`src/design/evad_pkg.sv`:
```
// ----------------------------------------------------------------------------
// evad_pkg
// Types, register indexes, reset values and end codes shared by the
// energy VAD endpointer modules.
// ----------------------------------------------------------------------------
package evad_pkg;

    // Design defaults
    localparam int MAX_FRAME_DEF   = 1024;
    localparam int QUEUE_DEPTH_DEF = 2;

    // Config port
    localparam int CFG_IDX_W  = 3;
    localparam int CFG_DATA_W = 20;

    localparam logic [CFG_IDX_W-1:0] REG_SMART_EN   = 3'd0;
    localparam logic [CFG_IDX_W-1:0] REG_VOICE_THR  = 3'd1;
    localparam logic [CFG_IDX_W-1:0] REG_SILENCE_MS = 3'd2;
    localparam logic [CFG_IDX_W-1:0] REG_MIN_SPEECH = 3'd3;
    localparam logic [CFG_IDX_W-1:0] REG_MAX_RECORD = 3'd4;

    localparam logic        RST_SMART_EN   = 1'b1;
    localparam logic [15:0] RST_VOICE_THR  = 16'd500;
    localparam logic [12:0] RST_SILENCE_MS = 13'd800;
    localparam logic [12:0] RST_MIN_SPEECH = 13'd300;
    localparam logic [19:0] RST_MAX_RECORD = 20'd30000;

    // Command field values
    localparam logic CMD_SAMPLE = 1'b0;
    localparam logic CMD_START  = 1'b1;

    // End codes
    localparam logic [2:0] END_NONE      = 3'd0;
    localparam logic [2:0] END_SPEECH    = 3'd1;
    localparam logic [2:0] END_TIME      = 3'd2;
    localparam logic [2:0] END_NO_AUDIO  = 3'd3;
    localparam logic [2:0] END_FRAME_LEN = 3'd4;

    typedef struct packed {
        logic               command;
        logic signed [15:0] sample;
        logic               frame_end;
        logic [31:0]        time_ms;
    } evad_in_t;

    typedef struct packed {
        logic       frame_valid;
        logic       frame_voiced;
        logic       turn_active;
        logic [2:0] end_code;
    } evad_out_t;

    // Classified request, front -> back
    typedef struct packed {
        logic        is_start;
        logic        frame_end;
        logic [15:0] mag;
        logic [31:0] time_ms;
    } evad_item_t;

    typedef struct packed {
        logic        smart_en;
        logic [15:0] voice_thr;
        logic [12:0] silence_ms;
        logic [12:0] min_speech_ms;
        logic [19:0] max_record_ms;
    } evad_cfg_t;

endpackage

```
`src/design/energy_vad_endpointer.sv`:
```
// ----------------------------------------------------------------------------
// energy_vad_endpointer
// Energy based voice activity detector with turn endpointing.
// ----------------------------------------------------------------------------
//  channel   handshake                payload
//  --------  -----------------------  -----------------------------------
//  audio     audio_valid/audio_ready  audio  : command, sample, frame_end, time_ms
//  result    result_valid/result_ready result : frame_valid, frame_voiced,
//                                               turn_active, end_code
//  config    cfg_valid/cfg_ready      cfg_index, cfg_data (always ready)
//
//  One request per cycle sustained unless a stall drops audio_ready; each
//  request gives exactly one result. A request passes through the intake
//  register, the queue and the result register before its result appears;
//  the accumulate/multiply/compare in the endpointing stage is combinational.
//  Reset (rst_n low, async) clears all turn state and loads the default config.
//  The intake and result sides stall independently; the queue absorbs the
//  difference, and audio_ready drops only once intake and queue are both full.
// ----------------------------------------------------------------------------
module energy_vad_endpointer
    import evad_pkg::*;
#(
    parameter int MAX_FRAME   = MAX_FRAME_DEF,
    parameter int QUEUE_DEPTH = QUEUE_DEPTH_DEF
)
(
    input  logic                  clk,
    input  logic                  rst_n,
    input  logic                  audio_valid,
    output logic                  audio_ready,
    input  evad_in_t              audio,
    output logic                  result_valid,
    input  logic                  result_ready,
    output evad_out_t             result,
    input  logic                  cfg_valid,
    output logic                  cfg_ready,
    input  logic [CFG_IDX_W-1:0]  cfg_index,
    input  logic [CFG_DATA_W-1:0] cfg_data
);

    evad_cfg_t  cfg_reg, cfg_next;
    logic       push_valid, push_ready;
    evad_item_t push_item;
    logic       pop_valid, pop_ready;
    evad_item_t pop_item;

    // Config registers; writes to unknown indexes are dropped
    assign cfg_ready = 1'b1;

    always_comb
    begin
        cfg_next = cfg_reg;
        if (cfg_valid)
        begin
            case (cfg_index)
                REG_SMART_EN:   cfg_next.smart_en      = cfg_data[0];
                REG_VOICE_THR:  cfg_next.voice_thr     = cfg_data[15:0];
                REG_SILENCE_MS: cfg_next.silence_ms    = cfg_data[12:0];
                REG_MIN_SPEECH: cfg_next.min_speech_ms = cfg_data[12:0];
                REG_MAX_RECORD: cfg_next.max_record_ms = cfg_data[19:0];
                default:        cfg_next               = cfg_reg;
            endcase
        end
    end

    always_ff @(posedge clk or negedge rst_n)
    begin
        if (!rst_n)
        begin
            cfg_reg.smart_en      <= RST_SMART_EN;
            cfg_reg.voice_thr     <= RST_VOICE_THR;
            cfg_reg.silence_ms    <= RST_SILENCE_MS;
            cfg_reg.min_speech_ms <= RST_MIN_SPEECH;
            cfg_reg.max_record_ms <= RST_MAX_RECORD;
        end
        else
        begin
            cfg_reg <= cfg_next;
        end
    end

    // Front: intake and classification
    evad_front u_front
    (
        .clk         (clk),
        .rst_n       (rst_n),
        .audio_valid (audio_valid),
        .audio_ready (audio_ready),
        .audio       (audio),
        .push_valid  (push_valid),
        .push_ready  (push_ready),
        .push_item   (push_item)
    );

    // Decoupling queue
    evad_queue #(
        .DEPTH (QUEUE_DEPTH)
    ) u_queue
    (
        .clk        (clk),
        .rst_n      (rst_n),
        .push_valid (push_valid),
        .push_ready (push_ready),
        .push_item  (push_item),
        .pop_valid  (pop_valid),
        .pop_ready  (pop_ready),
        .pop_item   (pop_item)
    );

    // Back: endpointing and result register
    evad_back #(
        .MAX_FRAME (MAX_FRAME)
    ) u_back
    (
        .clk          (clk),
        .rst_n        (rst_n),
        .cfg          (cfg_reg),
        .pop_valid    (pop_valid),
        .pop_ready    (pop_ready),
        .pop_item     (pop_item),
        .result_valid (result_valid),
        .result_ready (result_ready),
        .result       (result)
    );

endmodule

```
`src/design/evad_front.sv`:
```
// ----------------------------------------------------------------------------
// evad_front
// Intake stage: registers each request, classifies it and takes the sample
// magnitude.
// ----------------------------------------------------------------------------
module evad_front
    import evad_pkg::*;
(
    input  logic       clk,
    input  logic       rst_n,
    input  logic       audio_valid,
    output logic       audio_ready,
    input  evad_in_t   audio,
    output logic       push_valid,
    input  logic       push_ready,
    output evad_item_t push_item
);

    logic       fr_valid_reg, fr_valid_next;
    evad_item_t fr_item_reg, fr_item_next;
    logic       take;
    logic       push;

    assign push        = fr_valid_reg && push_ready;
    assign audio_ready = !fr_valid_reg || push_ready;
    assign take        = audio_valid && audio_ready;
    assign push_valid  = fr_valid_reg;
    assign push_item   = fr_item_reg;

    always_comb
    begin
        fr_valid_next = fr_valid_reg;
        fr_item_next  = fr_item_reg;
        if (take)
        begin
            fr_valid_next          = 1'b1;
            fr_item_next.is_start  = (audio.command == CMD_START);
            fr_item_next.frame_end = audio.frame_end;
            fr_item_next.time_ms   = audio.time_ms;
            // two's complement magnitude; -32768 gives 0x8000
            fr_item_next.mag       = audio.sample[15] ? (~audio.sample + 16'd1)
                                                      : audio.sample;
        end
        else if (push)
        begin
            fr_valid_next = 1'b0;
        end
    end

    always_ff @(posedge clk or negedge rst_n)
    begin
        if (!rst_n)
        begin
            fr_valid_reg <= 1'b0;
        end
        else
        begin
            fr_valid_reg <= fr_valid_next;
        end
    end

    always_ff @(posedge clk)
    begin
        fr_item_reg <= fr_item_next;
    end

endmodule

```
`src/design/evad_queue.sv`:
```
// ----------------------------------------------------------------------------
// evad_queue
// Small FIFO between the intake stage and the endpointing stage.
// ----------------------------------------------------------------------------
module evad_queue
    import evad_pkg::*;
#(
    parameter int DEPTH = QUEUE_DEPTH_DEF
)
(
    input  logic       clk,
    input  logic       rst_n,
    input  logic       push_valid,
    output logic       push_ready,
    input  evad_item_t push_item,
    output logic       pop_valid,
    input  logic       pop_ready,
    output evad_item_t pop_item
);

    localparam int PTR_W = (DEPTH > 1) ? $clog2(DEPTH) : 1;
    localparam int CNT_W = $clog2(DEPTH + 1);
    localparam logic [PTR_W-1:0] LAST = PTR_W'(DEPTH - 1);

    evad_item_t       mem [DEPTH];
    logic [PTR_W-1:0] wr_ptr_reg, wr_ptr_next;
    logic [PTR_W-1:0] rd_ptr_reg, rd_ptr_next;
    logic [CNT_W-1:0] count_reg, count_next;
    logic             push, pop;

    assign push_ready = (count_reg != CNT_W'(DEPTH));
    assign pop_valid  = (count_reg != '0);
    assign pop_item   = mem[rd_ptr_reg];
    assign push       = push_valid && push_ready;
    assign pop        = pop_valid && pop_ready;

    always_comb
    begin
        wr_ptr_next = wr_ptr_reg;
        rd_ptr_next = rd_ptr_reg;
        count_next  = count_reg;
        if (push)
        begin
            wr_ptr_next = (wr_ptr_reg == LAST) ? '0 : wr_ptr_reg + 1'b1;
        end
        if (pop)
        begin
            rd_ptr_next = (rd_ptr_reg == LAST) ? '0 : rd_ptr_reg + 1'b1;
        end
        if (push && !pop)
        begin
            count_next = count_reg + 1'b1;
        end
        else if (pop && !push)
        begin
            count_next = count_reg - 1'b1;
        end
    end

    always_ff @(posedge clk or negedge rst_n)
    begin
        if (!rst_n)
        begin
            wr_ptr_reg <= '0;
            rd_ptr_reg <= '0;
            count_reg  <= '0;
        end
        else
        begin
            wr_ptr_reg <= wr_ptr_next;
            rd_ptr_reg <= rd_ptr_next;
            count_reg  <= count_next;
        end
    end

    always_ff @(posedge clk)
    begin
        if (push)
        begin
            mem[wr_ptr_reg] <= push_item;
        end
    end

endmodule

```
`src/design/evad_back.sv`:
```
// ----------------------------------------------------------------------------
// evad_back
// Endpointing stage: frame accumulation, voice decision, turn tracking and
// the registered result.
// ----------------------------------------------------------------------------
module evad_back
    import evad_pkg::*;
#(
    parameter int MAX_FRAME = MAX_FRAME_DEF
)
(
    input  logic       clk,
    input  logic       rst_n,
    input  evad_cfg_t  cfg,
    input  logic       pop_valid,
    output logic       pop_ready,
    input  evad_item_t pop_item,
    output logic       result_valid,
    input  logic       result_ready,
    output evad_out_t  result
);

    // count saturates at MAX_FRAME+1; sum holds at most MAX_FRAME * 32768
    localparam int CNT_W  = $clog2(MAX_FRAME + 2);
    localparam int SUM_W  = 15 + $clog2(MAX_FRAME + 1);
    localparam int NEED_W = 16 + CNT_W;
    localparam logic [CNT_W-1:0] MAX_CNT = CNT_W'(MAX_FRAME);

    logic             listening_reg, listening_next;
    logic             speech_seen_reg, speech_seen_next;
    logic             any_audio_reg, any_audio_next;
    logic [31:0]      first_voice_reg, first_voice_next;
    logic [31:0]      last_voice_reg, last_voice_next;
    logic [31:0]      turn_start_reg, turn_start_next;
    logic [SUM_W-1:0] abs_sum_reg, abs_sum_next;
    logic [CNT_W-1:0] frame_count_reg, frame_count_next;
    logic             result_valid_reg, result_valid_next;
    evad_out_t        result_reg, result_next;

    logic              fire;
    logic [CNT_W-1:0]  cnt_inc;
    logic [SUM_W-1:0]  sum_add;
    logic [NEED_W-1:0] need;
    logic [31:0]       since_start, since_first, since_last;
    logic              voiced;

    assign pop_ready    = !result_valid_reg || result_ready;
    assign fire         = pop_valid && pop_ready;
    assign result_valid = result_valid_reg;
    assign result       = result_reg;

    always_comb
    begin
        cnt_inc     = (frame_count_reg <= MAX_CNT) ? frame_count_reg + 1'b1
                                                   : frame_count_reg;
        sum_add     = (frame_count_reg < MAX_CNT) ? abs_sum_reg + SUM_W'(pop_item.mag)
                                                  : abs_sum_reg;
        need        = NEED_W'(cfg.voice_thr) * NEED_W'(cnt_inc);
        voiced      = (NEED_W'(sum_add) >= need);
        since_start = pop_item.time_ms - turn_start_reg;
        since_first = pop_item.time_ms - first_voice_reg;
        since_last  = pop_item.time_ms - last_voice_reg;
    end

    always_comb
    begin
        listening_next    = listening_reg;
        speech_seen_next  = speech_seen_reg;
        any_audio_next    = any_audio_reg;
        first_voice_next  = first_voice_reg;
        last_voice_next   = last_voice_reg;
        turn_start_next   = turn_start_reg;
        abs_sum_next      = abs_sum_reg;
        frame_count_next  = frame_count_reg;
        result_next       = result_reg;
        result_valid_next = result_valid_reg;

        if (result_ready)
        begin
            result_valid_next = 1'b0;
        end

        if (fire)
        begin
            result_valid_next = 1'b1;
            result_next       = '0;
            if (pop_item.is_start)
            begin
                // start (or restart) a turn
                listening_next   = 1'b1;
                speech_seen_next = 1'b0;
                any_audio_next   = 1'b0;
                first_voice_next = pop_item.time_ms;
                last_voice_next  = pop_item.time_ms;
                turn_start_next  = pop_item.time_ms;
                abs_sum_next     = '0;
                frame_count_next = '0;
            end
            else if (listening_reg)
            begin
                abs_sum_next     = sum_add;
                frame_count_next = cnt_inc;
                if (pop_item.frame_end)
                begin
                    abs_sum_next     = '0;
                    frame_count_next = '0;
                    if (since_start >= 32'(cfg.max_record_ms))
                    begin
                        result_next.end_code = any_audio_reg ? END_TIME : END_NO_AUDIO;
                        listening_next       = 1'b0;
                    end
                    else if (cnt_inc > MAX_CNT)
                    begin
                        result_next.end_code = END_FRAME_LEN;
                        listening_next       = 1'b0;
                    end
                    else
                    begin
                        any_audio_next = 1'b1;
                        if (cfg.smart_en)
                        begin
                            result_next.frame_valid = 1'b1;
                            if (voiced)
                            begin
                                result_next.frame_voiced = 1'b1;
                                if (!speech_seen_reg)
                                begin
                                    speech_seen_next = 1'b1;
                                    first_voice_next = pop_item.time_ms;
                                end
                                last_voice_next = pop_item.time_ms;
                            end
                            else if (speech_seen_reg &&
                                     since_first >= 32'(cfg.min_speech_ms) &&
                                     since_last >= 32'(cfg.silence_ms))
                            begin
                                result_next.end_code = END_SPEECH;
                                listening_next       = 1'b0;
                            end
                        end
                    end
                end
            end
            result_next.turn_active = listening_next;
        end
    end

    always_ff @(posedge clk or negedge rst_n)
    begin
        if (!rst_n)
        begin
            listening_reg    <= 1'b0;
            speech_seen_reg  <= 1'b0;
            any_audio_reg    <= 1'b0;
            first_voice_reg  <= '0;
            last_voice_reg   <= '0;
            turn_start_reg   <= '0;
            abs_sum_reg      <= '0;
            frame_count_reg  <= '0;
            result_valid_reg <= 1'b0;
        end
        else
        begin
            listening_reg    <= listening_next;
            speech_seen_reg  <= speech_seen_next;
            any_audio_reg    <= any_audio_next;
            first_voice_reg  <= first_voice_next;
            last_voice_reg   <= last_voice_next;
            turn_start_reg   <= turn_start_next;
            abs_sum_reg      <= abs_sum_next;
            frame_count_reg  <= frame_count_next;
            result_valid_reg <= result_valid_next;
        end
    end

    always_ff @(posedge clk)
    begin
        result_reg <= result_next;
    end

endmodule

```
`config.mk`:
```
export PLATFORM = sky130hd
export DESIGN_NAME = energy_vad_endpointer
export DESIGN_NICKNAME = d
export VERILOG_FILES = /design/src/design/evad_pkg.sv /design/src/design/energy_vad_endpointer.sv /design/src/design/evad_front.sv /design/src/design/evad_queue.sv /design/src/design/evad_back.sv
export SDC_FILE = /design/constraint.sdc
export NUM_CORES = 1
export LEC_CHECK = 0
export ABC_AREA = 1
export BUFFER_PORTS_ARGS = -buffer_cell sky130_fd_sc_hd__clkbuf_2
export CAP_MARGIN = 0
export CORE_MARGIN = 2
export CORE_UTILIZATION = 53
export CTS_BUF_LIST = sky130_fd_sc_hd__clkbuf_8
export CTS_CLUSTER_SIZE = 24
export DETAILED_ROUTE_END_ITERATION = 8
export GPL_TIMING_DRIVEN = 0
export PLACE_DENSITY = 0.74
export SLEW_MARGIN = 40
export SYNTH_ARGS = -nofsm -noshare
export SYNTH_HDL_FRONTEND = slang
export SYNTH_SLANG_ARGS = --single-unit
export TNS_END_PERCENT = 100
```
`constraint.sdc`:
```
create_clock -name clk -period 15.3 [get_ports clk]
set_input_delay 0.765 -clock clk [delete_from_list [all_inputs] [get_ports clk]]
set_output_delay 0.765 -clock clk [all_outputs]
set_load 0.005 [all_outputs]
```
==> metrics.yaml <==
die:
  boundaryPins: 87
  die_h_um: 238
  dieArea_mm2: 0.0568
  initial_core_util_pct: 53.9
  core_area_mm2: 0.0540
  rows: 85
  die_width_um: 238
routing:
  ant_nets: 0
  drt_iter0_drc: 2181
  drc: 0
  drt-total-wl_mm: 74.2
  vias: 24600
  viasPerCell: 5.21
  wl_per_cell_um: 15.7
  firstDrtPassIters: 6
setup_path:
  rrSetupSlack_ns: 5.50
  critPathMaxStageDelay_ns: 0.59
  critPathTopFamily: "adder cells"
  critPathKind: "flop to flop"
  crit_slowest_cell: "clkbuf_1"
  worst-path-buf-inv: 8
  cp.arrival_ns: 10.35
  crit_path_end_kind: "flop"
  cp.required_ns: 15.85
  critPathLaunchType: "flop"
  crit_fanout: 10
run_status:
  status: "finished, final reports clean"
timing:
  fmax_mhz: 102
  tightest_slew_ns: 0.809
  tns_ns: 0
  setup_violations: 0
  period_minus_slack_ns: 9.80
  finalClockSkew_ns: 0.0445
  maxSlewViolCount: 0
  timing.final.crit_share_pct: 64.0
  hold_viol_final: 0
  maxSlewHeadroom_pct: 45.0
  grt_setup_unrepaired: "no"
cts:
  cts.sinks: 361
  numCtsBuffers: 60
  max-clock-path-buffers: 3
  clk_pin_slew_worst_paths_ns: 0.06
  cts_tree: "built"
  cts_setup_buffers: 0
  h-tree-depth: 2
  root_buffer: "clkbuf_8"
  clk_latency_ns: 0.69
  cts-resized-gates: 0
  ctsHoldBuffers: 1
synth:
  synth.most_common_cell: "nand2_1"
  ys_seq_area_share_pct: 33.8
  synth.largest_area_cell: "edfxtp_1"
  synth.area.top_cells: "edfxtp_1 (16%), dfrtp_1 (16%), nand2_1 (15%)"
  ys_warn_count: 0
  ys_ff_latch: 361
  syn_avg_cell_area_um2: 7.62
  syn_inst: 3821
  syn_nets: 4278
  yosysUniqueCellTypes: 57
  ys_async_sr_fraction_pct: 56.8
  synth_enable_flop_cells: 156
  netlist_area_mm2: 0.0291
  synth_common_cells: "nand2_1 (1142), inv_1 (703), nor2_1 (306)"
  synth_top_area_share_pct: 16.1
  synth_ff_type: "dfrtp_1"
placement:
  place_hpwl_mm: 59.8
  dp.cells: 4609
  port_buffers: 84
  finalWeightedCongestion: 0.962
global_routing:
  grt.overflow.total: 0
  grt_pass1_wl_mm: 119
  grt_use_total_pct: 26.5
  grt_max_degree: 66
  grt_antenna_before_repair: 1
  grt_pass1_vias: 22800
job:
  cap_violations: 0
finish:
  finalNonFillerCells: 4723
  finalNetCount: 4433
  multiInputGateArea_mm2: 0.0163
  drive_gt1_share_pct: 7.13
  fillers: 4929
  area_growth_pct: 9.48
  regArea_mm2: 0.00984
  largest_register_ffs: 100
power_and_ir_drop:
  power_per_cell_area_mw_per_mm2: 236
  irDropWorstVdd_v: 0.000148
  p_leak_nw: 16.6
worst_hold_path:
  hold_class: "input pin to flop"
[cells in the final DEF (no fill, tap or decap), types with 129 or more instances in the layout]
cell	Yosys	routed
a21oi_1	159	158
dfrtp_1	184	184
edfxtp_1	156	156
fa_1	129	129
ha_1	250	250
inv_1	703	725
nand2_1	1142	1142
nand3_1	135	135
nor2_1	306	304
o21ai_0	175	175
[final timing paths]
path                       cells after the start                 startpoint                    endpoint
setup / recovery                              43  u_back.frame_count_reg[0]  u_back.first_voice_reg[29]
hold / removal                                 1                  audio[24]       u_front.push_item[24]
setup reg to reg                              43  u_back.frame_count_reg[0]  u_back.first_voice_reg[29]
hold reg to reg                                0      u_front.push_item[22]          u_queue.mem[1][22]
max in group asynchronous                      4                      rst_n                 cfg_reg[42]
min in group asynchronous                      2                      rst_n      u_back.abs_sum_reg[20]
[cells by family (layout without fill, tap and decap cells)]
| logic type | count (synthesis) | after routing | synth area share [%] |
|---|---|---|---|
| and+or+nand+nor | 1721 | 1721 | 24.1 |
| adders and majority gates | 379 | 379 | 19.6 |
| AOI/OAI and AO/OA | 477 | 477 | 9.08 |
| xor gates and xnor gates | 101 | 101 | 3.04 |
| other | 1 | 2 | 0.0129 |
| DFF | 361 | 361 | 33.8 |
| buffers and inverters | 779 | 984 | 10.3 |
| muxes | 2 | 2 | 0.0688 |
[worst reg2reg max path, delay by kind of cell (launching register included)]
kind            cells  cell delay, ns
simple gates       14            1.55
buf+inv             8            1.41
xor+xnor            2            0.55
flops               1            0.43
compound gates     11            2.23
fa+ha+maj           8            3.52
[through the flow]
step                setup WS [ns]  utilization [%]  power, W  hold slack [ns]  area, µm²
finish                       5.50             59.0   0.00753            0.271      31900
global route                 4.71             59.0   0.00832            0.236      31900
CTS                          5.61             59.0   0.00749            0.216      31900
detailed placement           5.62             56.7   0.00658            0.430      30600
global placement             5.69             56.3   0.00647            0.421      30400
floorplan                    7.46                -   0.00524            0.421      29100
[routing by layer]
metal	wire, µm	global-route usage (%)
met2	31700	39.8
met5	0	0
met3	5950	5.82
met1	35300	39.1
met4	1350	5.95
[layout make-up]
class                           instances  area share, %
Buffer                                 71           1.06
Antenna cell                            1        0.00786
Sequential cell                       361           30.9
Inverter                              708           8.35
Multi-Input combinational cell       2681           51.1
Clock inverter                         49           1.08
Clock buffer                           63           2.72
Tap cell                              696           2.73
Timing Repair Buffer                   93           2.03
[power by group]
part | switching [W] | internal [W]
clock | 0.000407 | 0.000454
sequential | 0.000133 | 0.00135
combinational | 0.00344 | 0.00176
Power figures use the tool's default switching activity.
